$ cat src/sv/cpbp_pkg.sv
// ----------------------------------------------------------------------------
// Command packet parser package
// Shared types, character codes and the motion letter decode.
// ----------------------------------------------------------------------------
package cpbp_pkg;

    localparam int PACKET_BYTES = 16;
    localparam int CNT_W        = $clog2(PACKET_BYTES);

    localparam logic [7:0] CH_OPEN  = 8'h3C;  // '<'
    localparam logic [7:0] CH_CLOSE = 8'h3E;  // '>'
    localparam logic [7:0] CH_COMMA = 8'h2C;  // ','
    localparam logic [7:0] CH_ZERO  = 8'h30;  // '0'
    localparam logic [7:0] CH_ONE   = 8'h31;  // '1'
    localparam logic [7:0] CH_NINE  = 8'h39;  // '9'

    localparam logic [6:0] SPEED_MAX     = 7'd100;
    localparam logic [6:0] SPEED_DEFAULT = 7'd80;

    typedef enum logic [2:0] {
        MOT_FWD  = 3'd0,
        MOT_REV  = 3'd1,
        MOT_LEFT = 3'd2,
        MOT_RGHT = 3'd3,
        MOT_STOP = 3'd4
    } motion_t;

    typedef enum logic [2:0] {
        PH_MOTION = 3'd0,
        PH_COMMA1 = 3'd1,
        PH_DIGITS = 3'd2,
        PH_MODE   = 3'd3,
        PH_IGNORE = 3'd4
    } phase_t;

    typedef struct packed {
        logic    hit;
        motion_t code;
    } letter_t;

    typedef struct packed {
        logic       hit;
        motion_t    motion;
        logic [6:0] speed;
        logic       auto_avoid;
    } result_t;

    function automatic letter_t letter_code(input logic [7:0] b);
        letter_t l;
        l.hit  = 1'b1;
        l.code = MOT_STOP;
        case (b)
            "U", "u", "F", "f":                l.code = MOT_FWD;
            "D", "d", "B", "b":                l.code = MOT_REV;
            "L", "l":                          l.code = MOT_LEFT;
            "R", "r", "X", "x":                l.code = MOT_RGHT;
            "S", "s", "0", "C", "c", "N", "n": l.code = MOT_STOP;
            default:                           l.hit  = 1'b0;
        endcase
        return l;
    endfunction

endpackage

$ cat src/sv/cpbp_parser.sv
// ----------------------------------------------------------------------------
// Command packet parser core
// Holds the packet state and decodes one byte per step into at most one
// drive command.
// ----------------------------------------------------------------------------
module cpbp_parser
    import cpbp_pkg::*;
(
    input  logic       clk,
    input  logic       rst_n,
    input  logic       step,
    input  logic [7:0] byte_in,
    input  logic [6:0] default_speed,
    output result_t    result
);

    logic             in_packet_reg, in_packet_next;
    logic [CNT_W-1:0] count_reg, count_next;
    phase_t           phase_reg, phase_next;
    motion_t          motion_reg, motion_next;
    logic             bad_reg, bad_next;
    logic [6:0]       speed_reg, speed_next;
    logic             given_reg, given_next;
    logic             mode_reg, mode_next;

    letter_t    letter;
    logic [6:0] dflt;
    logic [9:0] acc;
    logic       is_digit;

    logic       hit;
    motion_t    res_motion;
    logic [6:0] res_speed;
    logic       res_mode;

    assign letter   = letter_code(byte_in);
    assign dflt     = (default_speed > SPEED_MAX) ? SPEED_MAX : default_speed;
    assign is_digit = (byte_in >= CH_ZERO) && (byte_in <= CH_NINE);
    assign acc      = 10'(speed_reg) * 10'd10 + 10'(byte_in[3:0]);

    // next state
    always_comb
    begin
        in_packet_next = in_packet_reg;
        count_next     = count_reg;
        phase_next     = phase_reg;
        motion_next    = motion_reg;
        bad_next       = bad_reg;
        speed_next     = speed_reg;
        given_next     = given_reg;
        mode_next      = mode_reg;
        hit            = 1'b0;
        res_motion     = letter.code;
        res_speed      = dflt;
        res_mode       = 1'b0;

        priority if (byte_in == CH_OPEN)
        begin
            in_packet_next = 1'b1;
            count_next     = '0;
            phase_next     = PH_MOTION;
            motion_next    = MOT_STOP;
            bad_next       = 1'b0;
            speed_next     = '0;
            given_next     = 1'b0;
            mode_next      = 1'b0;
        end
        else if (!in_packet_reg)
        begin
            hit = letter.hit;
        end
        else if (byte_in == CH_CLOSE)
        begin
            in_packet_next = 1'b0;
            hit            = (count_reg != '0) && !bad_reg;
            res_motion     = motion_reg;
            res_speed      = given_reg ? speed_reg : dflt;
            res_mode       = mode_reg;
        end
        else if (count_reg >= CNT_W'(PACKET_BYTES - 1))
        begin
            // overflow: drop the packet and retry the byte as a letter
            in_packet_next = 1'b0;
            count_next     = '0;
            hit            = letter.hit;
        end
        else
        begin
            count_next = count_reg + CNT_W'(1);
            unique case (phase_reg)
                PH_MOTION:
                begin
                    bad_next    = !letter.hit;
                    motion_next = letter.code;
                    phase_next  = PH_COMMA1;
                end
                PH_COMMA1:
                begin
                    if (byte_in == CH_COMMA)
                    begin
                        given_next = 1'b1;
                        speed_next = '0;
                        phase_next = PH_DIGITS;
                    end
                    else
                    begin
                        phase_next = PH_IGNORE;
                    end
                end
                PH_DIGITS:
                begin
                    priority if (is_digit)
                        speed_next = (acc > 10'(SPEED_MAX)) ? SPEED_MAX : acc[6:0];
                    else if (byte_in == CH_COMMA)
                        phase_next = PH_MODE;
                    else
                        phase_next = PH_IGNORE;
                end
                PH_MODE:
                begin
                    mode_next  = (byte_in == CH_ONE);
                    phase_next = PH_IGNORE;
                end
                default:
                begin
                    phase_next = PH_IGNORE;
                end
            endcase
        end
    end

    // result; stop always carries speed 0
    always_comb
    begin
        result.hit        = hit;
        result.motion     = res_motion;
        result.speed      = (res_motion == MOT_STOP) ? 7'd0 : res_speed;
        result.auto_avoid = res_mode;
    end

    always_ff @(posedge clk or negedge rst_n)
    begin
        if (!rst_n)
        begin
            in_packet_reg <= 1'b0;
            count_reg     <= '0;
            phase_reg     <= PH_MOTION;
            motion_reg    <= MOT_STOP;
            bad_reg       <= 1'b0;
            speed_reg     <= '0;
            given_reg     <= 1'b0;
            mode_reg      <= 1'b0;
        end
        else if (step)
        begin
            in_packet_reg <= in_packet_next;
            count_reg     <= count_next;
            phase_reg     <= phase_next;
            motion_reg    <= motion_next;
            bad_reg       <= bad_next;
            speed_reg     <= speed_next;
            given_reg     <= given_next;
            mode_reg      <= mode_next;
        end
    end

endmodule

$ cat src/sv/command_packet_byte_parser.sv
// ----------------------------------------------------------------------------
// Command packet byte parser
// Turns received serial bytes into drive commands (motion, speed, mode).
// ----------------------------------------------------------------------------
// Path: the transfer of the byte that completes a command loads the input
//   register; the parser step that takes it, once the result slot is free or
//   being drained, loads the result register, which offers the command.
// Throughput: one byte per cycle unless a full, undrained result slot stalls it.
// Reset: rst_n clears the packet state and both registers at once;
//   default_speed returns to 80.
module command_packet_byte_parser
    import cpbp_pkg::*;
(
    input  logic       clk,
    input  logic       rst_n,
    input  logic       cfg_write,
    input  logic [6:0] cfg_data,
    input  logic       in_valid,
    output logic       in_ready,
    input  logic [7:0] rx_byte,
    output logic       out_valid,
    input  logic       out_ready,
    output logic [2:0] motion,
    output logic [6:0] speed_percent,
    output logic       auto_avoid
);

    logic [6:0] dspeed_reg;
    logic       in_valid_reg;
    logic [7:0] in_byte_reg;
    logic       out_valid_reg;
    motion_t    motion_reg;
    logic [6:0] speed_reg;
    logic       auto_reg;
    logic       step;
    result_t    result;

    // advance when the result slot is free or being drained this cycle
    assign step     = in_valid_reg && (!out_valid_reg || out_ready);
    assign in_ready = !in_valid_reg || step;

    cpbp_parser u_parser (
        .clk           (clk),
        .rst_n         (rst_n),
        .step          (step),
        .byte_in       (in_byte_reg),
        .default_speed (dspeed_reg),
        .result        (result)
    );

    always_ff @(posedge clk or negedge rst_n)
    begin
        if (!rst_n)
            dspeed_reg <= SPEED_DEFAULT;
        else if (cfg_write)
            dspeed_reg <= cfg_data;
    end

    always_ff @(posedge clk or negedge rst_n)
    begin
        if (!rst_n)
        begin
            in_valid_reg <= 1'b0;
            in_byte_reg  <= '0;
        end
        else if (in_valid && in_ready)
        begin
            in_valid_reg <= 1'b1;
            in_byte_reg  <= rx_byte;
        end
        else if (step)
        begin
            in_valid_reg <= 1'b0;
        end
    end

    always_ff @(posedge clk or negedge rst_n)
    begin
        if (!rst_n)
        begin
            out_valid_reg <= 1'b0;
            motion_reg    <= MOT_STOP;
            speed_reg     <= '0;
            auto_reg      <= 1'b0;
        end
        else if (step && result.hit)
        begin
            out_valid_reg <= 1'b1;
            motion_reg    <= result.motion;
            speed_reg     <= result.speed;
            auto_reg      <= result.auto_avoid;
        end
        else if (out_ready)
        begin
            out_valid_reg <= 1'b0;
        end
    end

    assign out_valid     = out_valid_reg;
    assign motion        = motion_reg;
    assign speed_percent = speed_reg;
    assign auto_avoid    = auto_reg;

endmodule

$ cat config.mk
export PLATFORM = sky130hd
export DESIGN_NAME = command_packet_byte_parser
export DESIGN_NICKNAME = d
export VERILOG_FILES = /design/src/sv/cpbp_pkg.sv /design/src/sv/cpbp_parser.sv /design/src/sv/command_packet_byte_parser.sv
export SDC_FILE = /design/constraint.sdc
export NUM_CORES = 1
export LEC_CHECK = 0
export ABC_AREA = 1
export BUFFER_PORTS_ARGS = -buffer_cell sky130_fd_sc_hd__buf_4
export CAP_MARGIN = 30
export CORE_MARGIN = 10
export CORE_UTILIZATION = 35
export DETAILED_ROUTE_END_ITERATION = 16
export PLACE_DENSITY_LB_ADDON = 0.3
export SYNTH_ARGS = -nofsm -noshare
export SYNTH_HDL_FRONTEND = slang
export SYNTH_SLANG_ARGS = --single-unit
$ cat constraint.sdc
create_clock -name clk -period 2.7 [get_ports clk]
set_input_delay 0.135 -clock clk [delete_from_list [all_inputs] [get_ports clk]]
set_output_delay 0.135 -clock clk [all_outputs]
set_load 0.1 [all_outputs]
==> results of run 1 <==
-- cell type report --
type	instances	area, sq um	area share, %
tap	108	135	3.59
clock buffer	6	72.6	1.93
clock inverter	2	15.0	0.399
timing repair buffer	41	313	8.32
multi-input combinational	327	1770	47.0
inverter	60	225	5.99
sequential	49	1230	32.7
-- worst max path at each step --
stage / endpoint / slack (ps) / depth (start not counted)
CTS: u_parser.speed_reg[6] / 6 / 14
global placement: u_parser.speed_reg[6] / 130 / 14
global route: u_parser.speed_reg[2] / -30 / 14
detailed placement: u_parser.speed_reg[2] / 20 / 14
finish: u_parser.speed_reg[1] / 150 / 13
floorplan: in_byte_reg[6] / 7 / 7
-- power breakdown --
group	leakage (nW)	internal, mW	switching, mW
Combinational	1.28	0.187	0.430
Sequential	0.622	0.854	0.0804
Clock	0.0374	0.183	0.259
-- timing repair --
item	4_1_cts	5_1_grt
endpoints found under the hold margin	45	1
endpoints found under the setup margin	0	7
buffers inserted	0	4
gates resized for setup	0	13
hold buffers	1	1
-- cell usage after synthesis --
master	n	area [sq um]
sky130_fd_sc_hd__xor2_1	2	17.5
sky130_fd_sc_hd__nor2_1	38	143
sky130_fd_sc_hd__dfstp_2	4	105
sky130_fd_sc_hd__a21o_1	1	7.51
sky130_fd_sc_hd__nand3_1	45	225
sky130_fd_sc_hd__inv_2	11	41.3
sky130_fd_sc_hd__fa_1	2	40.0
sky130_fd_sc_hd__nor3_1	1	5.00
sky130_fd_sc_hd__clkbuf_1	2	7.51
sky130_fd_sc_hd__nor2_2	6	37.5
sky130_fd_sc_hd__and2_1	1	6.26
sky130_fd_sc_hd__nand3b_1	3	22.5
sky130_fd_sc_hd__nand4_1	6	37.5
sky130_fd_sc_hd__o22ai_1	2	12.5
sky130_fd_sc_hd__dfrtp_1	45	1130
sky130_fd_sc_hd__ha_1	15	188
sky130_fd_sc_hd__a21oi_4	1	16.3
sky130_fd_sc_hd__o21ai_2	5	43.8
sky130_fd_sc_hd__nand2_4	1	11.3
sky130_fd_sc_hd__a21oi_1	19	95.1
sky130_fd_sc_hd__buf_2	1	5.00
sky130_fd_sc_hd__buf_6	1	11.3
sky130_fd_sc_hd__nand2_1	119	447
sky130_fd_sc_hd__o21ai_0	29	145
sky130_fd_sc_hd__o211ai_1	2	15.0
sky130_fd_sc_hd__nand2_2	9	56.3
sky130_fd_sc_hd__mux2_2	2	22.5
sky130_fd_sc_hd__nor2_4	5	56.3
sky130_fd_sc_hd__o21ai_1	12	60.1
sky130_fd_sc_hd__inv_1	49	184
sky130_fd_sc_hd__nand3_4	1	17.5
-- per-stage QoR --
step | cell area [sq um] | setup TNS, ps | utilization (%) | instances | power (mW)
6_report | 3760 | 0 | 42.7 | 593 | 1.99
5_1_grt | 3760 | -74.2 | 42.7 | 593 | 2.14
4_1_cts | 3680 | 0 | 41.8 | 588 | 2.01
3_5_place_dp | 3580 | 0 | 40.7 | 579 | 1.57
3_3_place_gp | 3580 | 0 | 40.7 | 579 | 1.56
2_1_floorplan | 3210 | 0 | - | 440 | 1.42
-- routing by layer --
metal  vias to the layer above  track usage (%)  part of all wire (%)
li1                       1511                -                     -
met1                      1318             15.0                    49
met2                        46             17.4                    45
met3                        10             2.48                   4.8
met4                         0             3.42                   1.4
met5                         -                0                     0
-- cell usage in the layout (no fill, tap or decap), types with 6 or more instances in the layout --
cell / instances
sky130_fd_sc_hd__dfrtp_1: 45
sky130_fd_sc_hd__o21ai_0: 27
sky130_fd_sc_hd__buf_4: 39
sky130_fd_sc_hd__inv_1: 48
sky130_fd_sc_hd__a21oi_1: 19
sky130_fd_sc_hd__nand2_1: 117
sky130_fd_sc_hd__nand4_1: 6
sky130_fd_sc_hd__ha_1: 14
sky130_fd_sc_hd__o21ai_2: 6
sky130_fd_sc_hd__nand3_1: 42
sky130_fd_sc_hd__inv_2: 12
sky130_fd_sc_hd__o21ai_1: 13
sky130_fd_sc_hd__nor2_1: 37
sky130_fd_sc_hd__nor2_2: 6
sky130_fd_sc_hd__nand2_2: 11
sky130_fd_sc_hd__nor2_4: 6
-- tightest hold or removal path: stages --
cell                      delay, ps
sky130_fd_sc_hd__buf_4           80
sky130_fd_sc_hd__nand2_1         40
sky130_fd_sc_hd__o21ai_0         60
-- kinds of logic after synthesis --
logic type,share of synthesized area [%]
AND/OR/NAND/NOR,33.2
buffers and inverters,7.76
adder cells (fa/ha/maj),7.10
multiplexers,0.702
AO/OA/AOI/OAI,12.3
flip-flops,38.4
XOR/XNOR,0.546
==> flow_metrics.tcl, run 1 <==
set metrics [dict create \
    vdd.ir_drop.worst_uv 264 \
    htree_num_levels 2 \
    gr-usage-all-layers_pct 11.1 \
    avg_inst_size_synth_sq_um 7.29 \
    port_buffers 32 \
    pwr_density_cell_nw_per_um2 530 \
    timing.reg2reg.worst_path_depth 13 \
    critPathArrivalTime_ps 2740 \
    core.rowCount 34 \
    setup.reg_to_reg.worst_slack_ps 150 \
    num-fill-cells 930 \
    max_slew.worst_pin.slew_ps 632 \
    cp.buffers_inverters 2 \
    effective_utilization_at_floorplan_pct 36.4 \
    drv_slew 0 \
    cts-buffers-inserted 5 \
    detailedRoute.firstIterationViolations 128 \
    timing.critical_path.to_type "flop" \
    synth_area_sq_um 3210 \
    achievable-frequency_mhz 393 \
    design.portCount 33 \
    final.hold.worst_slack_ps 32.9 \
    share_of_cells_above_drive_strength_1_pct 20.8 \
    antenna_cells 0 \
    crit_chain "ha_1 > ha_2 > inv_1 > fa_1 > buf_4 > nor2_1 > nand3b_1 > nand3_1 > nand2_1 > o21ai_1 > nor2_4 > nand3_1 > nand2_1" \
    finish.net_count 521 \
    grt_antenna_before_repair 0 \
    min_period_over_period_pct 94.3 \
    total_leakage_power_nw 1.94 \
    hold_viol 0 \
    r2r_end "u_parser.speed_reg[1]" \
    placement_setup_slack_ps 24.6 \
    post-route-drc-count 0 \
    setup.worst_path.start_class "flop" \
    detail_route.first_pass.iterations 4 \
    post_drt_via_cell_ratio 4.87 \
    worst_skew_pair.late_latency_ps 300 \
    synth_cell_types 31 \
    timing.hold.worst.class "in2reg" \
    slew_headroom_pct 57.8 \
    grt_first_pass_wirelength_um 12400 \
    syn_inst 440 \
    routed_wirelength_um 7460 \
    die_w_um 116 \
    timing.hold.worst_endpoint "dspeed_reg[4]" \
    largest_reg_flops 8 \
    grt_pass1_vias 2765 \
    final.setup.worst_slack_ps 154 \
    die_h_um 116 \
    slowest_delay_ps 430 \
    max-clock-path-buffers 2 \
    layout_min_cycle_time_ps 2550 \
    setup-violations-final 0 \
    cts_root_buffer "sky130_fd_sc_hd__clkbuf_8" \
    drt.antenna.violating_nets 0 \
    layout-area-overhead-vs-synth_pct 17.2 \
    holdPathStages 3 \
    cpMaxStageDelayCell "sky130_fd_sc_hd__fa_1" \
    crit_path_max_fanout 7 \
    synth_sequential_area_ratio_pct 38.4 \
    routabilityCongestion 0.851 \
    cts.sinks 49 \
    setup.worst_path.class "reg2reg" \
    total_via_count_after_detailed_routing 2885 \
    gr-total-overflow 0 \
    synth_fp_nets 477 \
    path_delay_family "adder cells" \
    clk_transition_reported_paths_ps 100 \
    synth_seq_cells 49 \
    status "complete, no violations" \
    max_cap_violations 0 \
    crit_path_start "u_parser.speed_reg[1]" \
    floorplan.die_area_sq_um 13400 \
    route.detailed.wl_per_inst_um 12.6 \
    tritoncts "built" \
    place.detailed.hpwl_um 5790 \
    yosys_warnings 0 \
    core_region_area_sq_um 8810 \
    timing.rr.start "u_parser.speed_reg[1]" \
    clock_skew_ps 6.85 \
    required_time_worst_endpoint_ps 2900 \
    critical_hold_path_startpoint "cfg_data[4]" \
    maximum_number_of_pins_on_one_net_before_global_route_repair 50 \
]
Note: power is estimated with default switching activity, not from simulation.
==> run 2, diff against run 1 <==
Settings changed: BUFFER_PORTS_ARGS -buffer_cell sky130_fd_sc_hd__buf_4 to unset, DONT_BUFFER_PORTS set to 1.
==> run 2 against run 1 <==
  * Hold slack improved by 150 ps
  * Clock power grew 41%
  * Via count decreased by 0.55%
  * Maximum frequency about the same
  * Total power up 8.8%
  * Design area rose by 1.2%
  * Sequential share of layout area is 0.35 points lower
  * Non-clock buffer count down 6
  * Combinational power down 11%
==> flow_metrics.tcl, run 2 (synthesis gave the netlist of run 1 again) <==
set metrics [dict create \
    cts_root_buffer "sky130_fd_sc_hd__clkbuf_8" \
    antenna_cells 0 \
    setup.reg_to_reg.worst_slack_ps 160 \
    timing.hold.worst_endpoint "u_parser.in_packet_reg" \
    total_leakage_power_nw 1.94 \
    layout.cells.most_common_list "sky130_fd_sc_hd__nand2_1, sky130_fd_sc_hd__inv_1, sky130_fd_sc_hd__nand3_1, sky130_fd_sc_hd__dfrtp_1, sky130_fd_sc_hd__nor2_1" \
    htree_num_levels 2 \
    effective_utilization_at_floorplan_pct 36.4 \
    r2r_end "u_parser.speed_reg[5]" \
    floorplan.die_area_sq_um 13400 \
    layout-area-overhead-vs-synth_pct 18.6 \
    finalNonFillerCells 587 \
    slew_headroom_pct 40.1 \
    total_via_count_after_detailed_routing 2869 \
    layout.cells.most_common "sky130_fd_sc_hd__nand2_1" \
    drv_slew 0 \
    route.detailed.wl_per_inst_um 12.5 \
    grt_pass1_vias 2737 \
    status "complete, no violations" \
    place.detailed.hpwl_um 5630 \
    post_drt_via_cell_ratio 4.89 \
    timing.rr.start "u_parser.speed_reg[3]" \
    num-fill-cells 894 \
    gr-total-overflow 0 \
    setup.worst_path.class "reg2reg" \
    placement_setup_slack_ps 68.2 \
    crit_path_max_fanout 7 \
    hold_viol 0 \
    final.hold.worst_slack_ps 182 \
    final.setup.worst_slack_ps 156 \
    setup.worst_path.start_class "flop" \
    pwr_density_cell_nw_per_um2 570 \
    detail_route.first_pass.iterations 4 \
    core.rowCount 34 \
    grt_first_pass_wirelength_um 12500 \
    max_cap_violations 0 \
    timing.reg2reg.worst_path_depth 14 \
    grt_antenna_before_repair 0 \
    post-route-cell-area_sq_um 3810 \
    holdPathStages 3 \
    post-route-drc-count 0 \
    routed_wirelength_um 7370 \
    detailedRoute.firstIterationViolations 171 \
    largest_reg_flops 8 \
    critPathArrivalTime_ps 2750 \
    placedInstanceArea_sq_um 3420 \
    min_period_over_period_pct 94.2 \
    clock_skew_ps 4.60 \
    achievable-frequency_mhz 393 \
    timing.hold.worst.class "in2reg" \
    dp.cells 557 \
    critical_hold_path_startpoint "out_ready" \
    share_of_cells_above_drive_strength_1_pct 16.3 \
    die_w_um 116 \
    maximum_number_of_pins_on_one_net_before_global_route_repair 50 \
    gr-usage-all-layers_pct 11.3 \
    routabilityCongestion 0.861 \
    cts-buffers-inserted 5 \
    cts.sinks 49 \
    clk_transition_reported_paths_ps 90 \
    die_h_um 116 \
    tritoncts "built" \
    max-clock-path-buffers 2 \
    setup-violations-final 0 \
    core_region_area_sq_um 8810 \
    worst_skew_pair.late_latency_ps 310 \
    drt.antenna.violating_nets 0 \
    final_core_utilization_pct 43.2 \
    max_slew.worst_pin.slew_ps 898 \
    finish.net_count 515 \
    vdd.ir_drop.worst_uv 281 \
    layout_min_cycle_time_ps 2540 \
    required_time_worst_endpoint_ps 2900 \
    port_buffers 0 \
    setup-tns-final_ps 0 \
    finalPower_mw 2.17 \
    timing.critical_path.to_type "flop" \
    design.portCount 33 \
]
==> run 2: metal layers <==
| layer | routed length [um] | vias to the layer above | GRT usage [%] |
|---|---|---|---|
| met5 | 0 | - | 0 |
| met4 | 116 | 0 | 3.67 |
| met2 | 3310 | 53 | 17.8 |
| met1 | 3580 | 1301 | 14.9 |
| li1 | - | 1503 | - |
| met3 | 357 | 12 | 2.43 |
==> run 2: worst max-delay path: stages (launching register included) <==
cell                      delay, ps
sky130_fd_sc_hd__dfrtp_2        450
sky130_fd_sc_hd__ha_1           290
sky130_fd_sc_hd__ha_2           200
sky130_fd_sc_hd__inv_2           60
sky130_fd_sc_hd__fa_2           440
sky130_fd_sc_hd__inv_1           80
sky130_fd_sc_hd__nand3_1        110
sky130_fd_sc_hd__inv_1           70
sky130_fd_sc_hd__nand3_1        110
sky130_fd_sc_hd__o21ai_1        160
sky130_fd_sc_hd__nand2_1        110
sky130_fd_sc_hd__nor2_4         150
sky130_fd_sc_hd__nand3_1         90
sky130_fd_sc_hd__nand2_1         70
sky130_fd_sc_hd__nand2_1         40
==> run 2: worst max path at each step <==
stage / start / to / slack (ps) / cells past startpoint
6_report: u_parser.speed_reg[3] / u_parser.speed_reg[5] / 160 / 14
4_1_cts: u_parser.speed_reg[3] / u_parser.speed_reg[6] / 30 / 14
5_1_grt: u_parser.speed_reg[3] / u_parser.speed_reg[2] / -30 / 14
3_5_place_dp: u_parser.speed_reg[3] / u_parser.speed_reg[5] / 70 / 14
3_3_place_gp: u_parser.speed_reg[1] / u_parser.speed_reg[5] / 110 / 14
2_1_floorplan: out_valid / in_byte_reg[6] / 7 / 7
==> run 2: repair_timing <==
action	4_1_cts	5_1_grt
setup buffers	0	3
hold buffers	19	0
endpoints found under the setup margin	0	7
resized for setup	0	11
hold endpoints to repair	65	0
==> run 2: area by class of cell <==
class                   count  area, sq um  share of cell area (%)
multi-input cells         327         1750                    46.0
flip-flops and latches     49         1230                    32.4
repair buffers             35          328                    8.61
inverters                  60          225                    5.92
well taps                 108          135                    3.55
clock buffers               5         68.8                    1.81
clock inverters             3         65.1                    1.71
==> run 2: report_power, final <==
| part | leakage (nW) | internal, mW | switching (mW) |
|---|---|---|---|
| Clock | 0.0681 | 0.368 | 0.255 |
| Sequential | 0.620 | 0.856 | 0.143 |
| Combinational | 1.25 | 0.180 | 0.369 |
| Total | 1.94 | 1.40 | 0.767 |
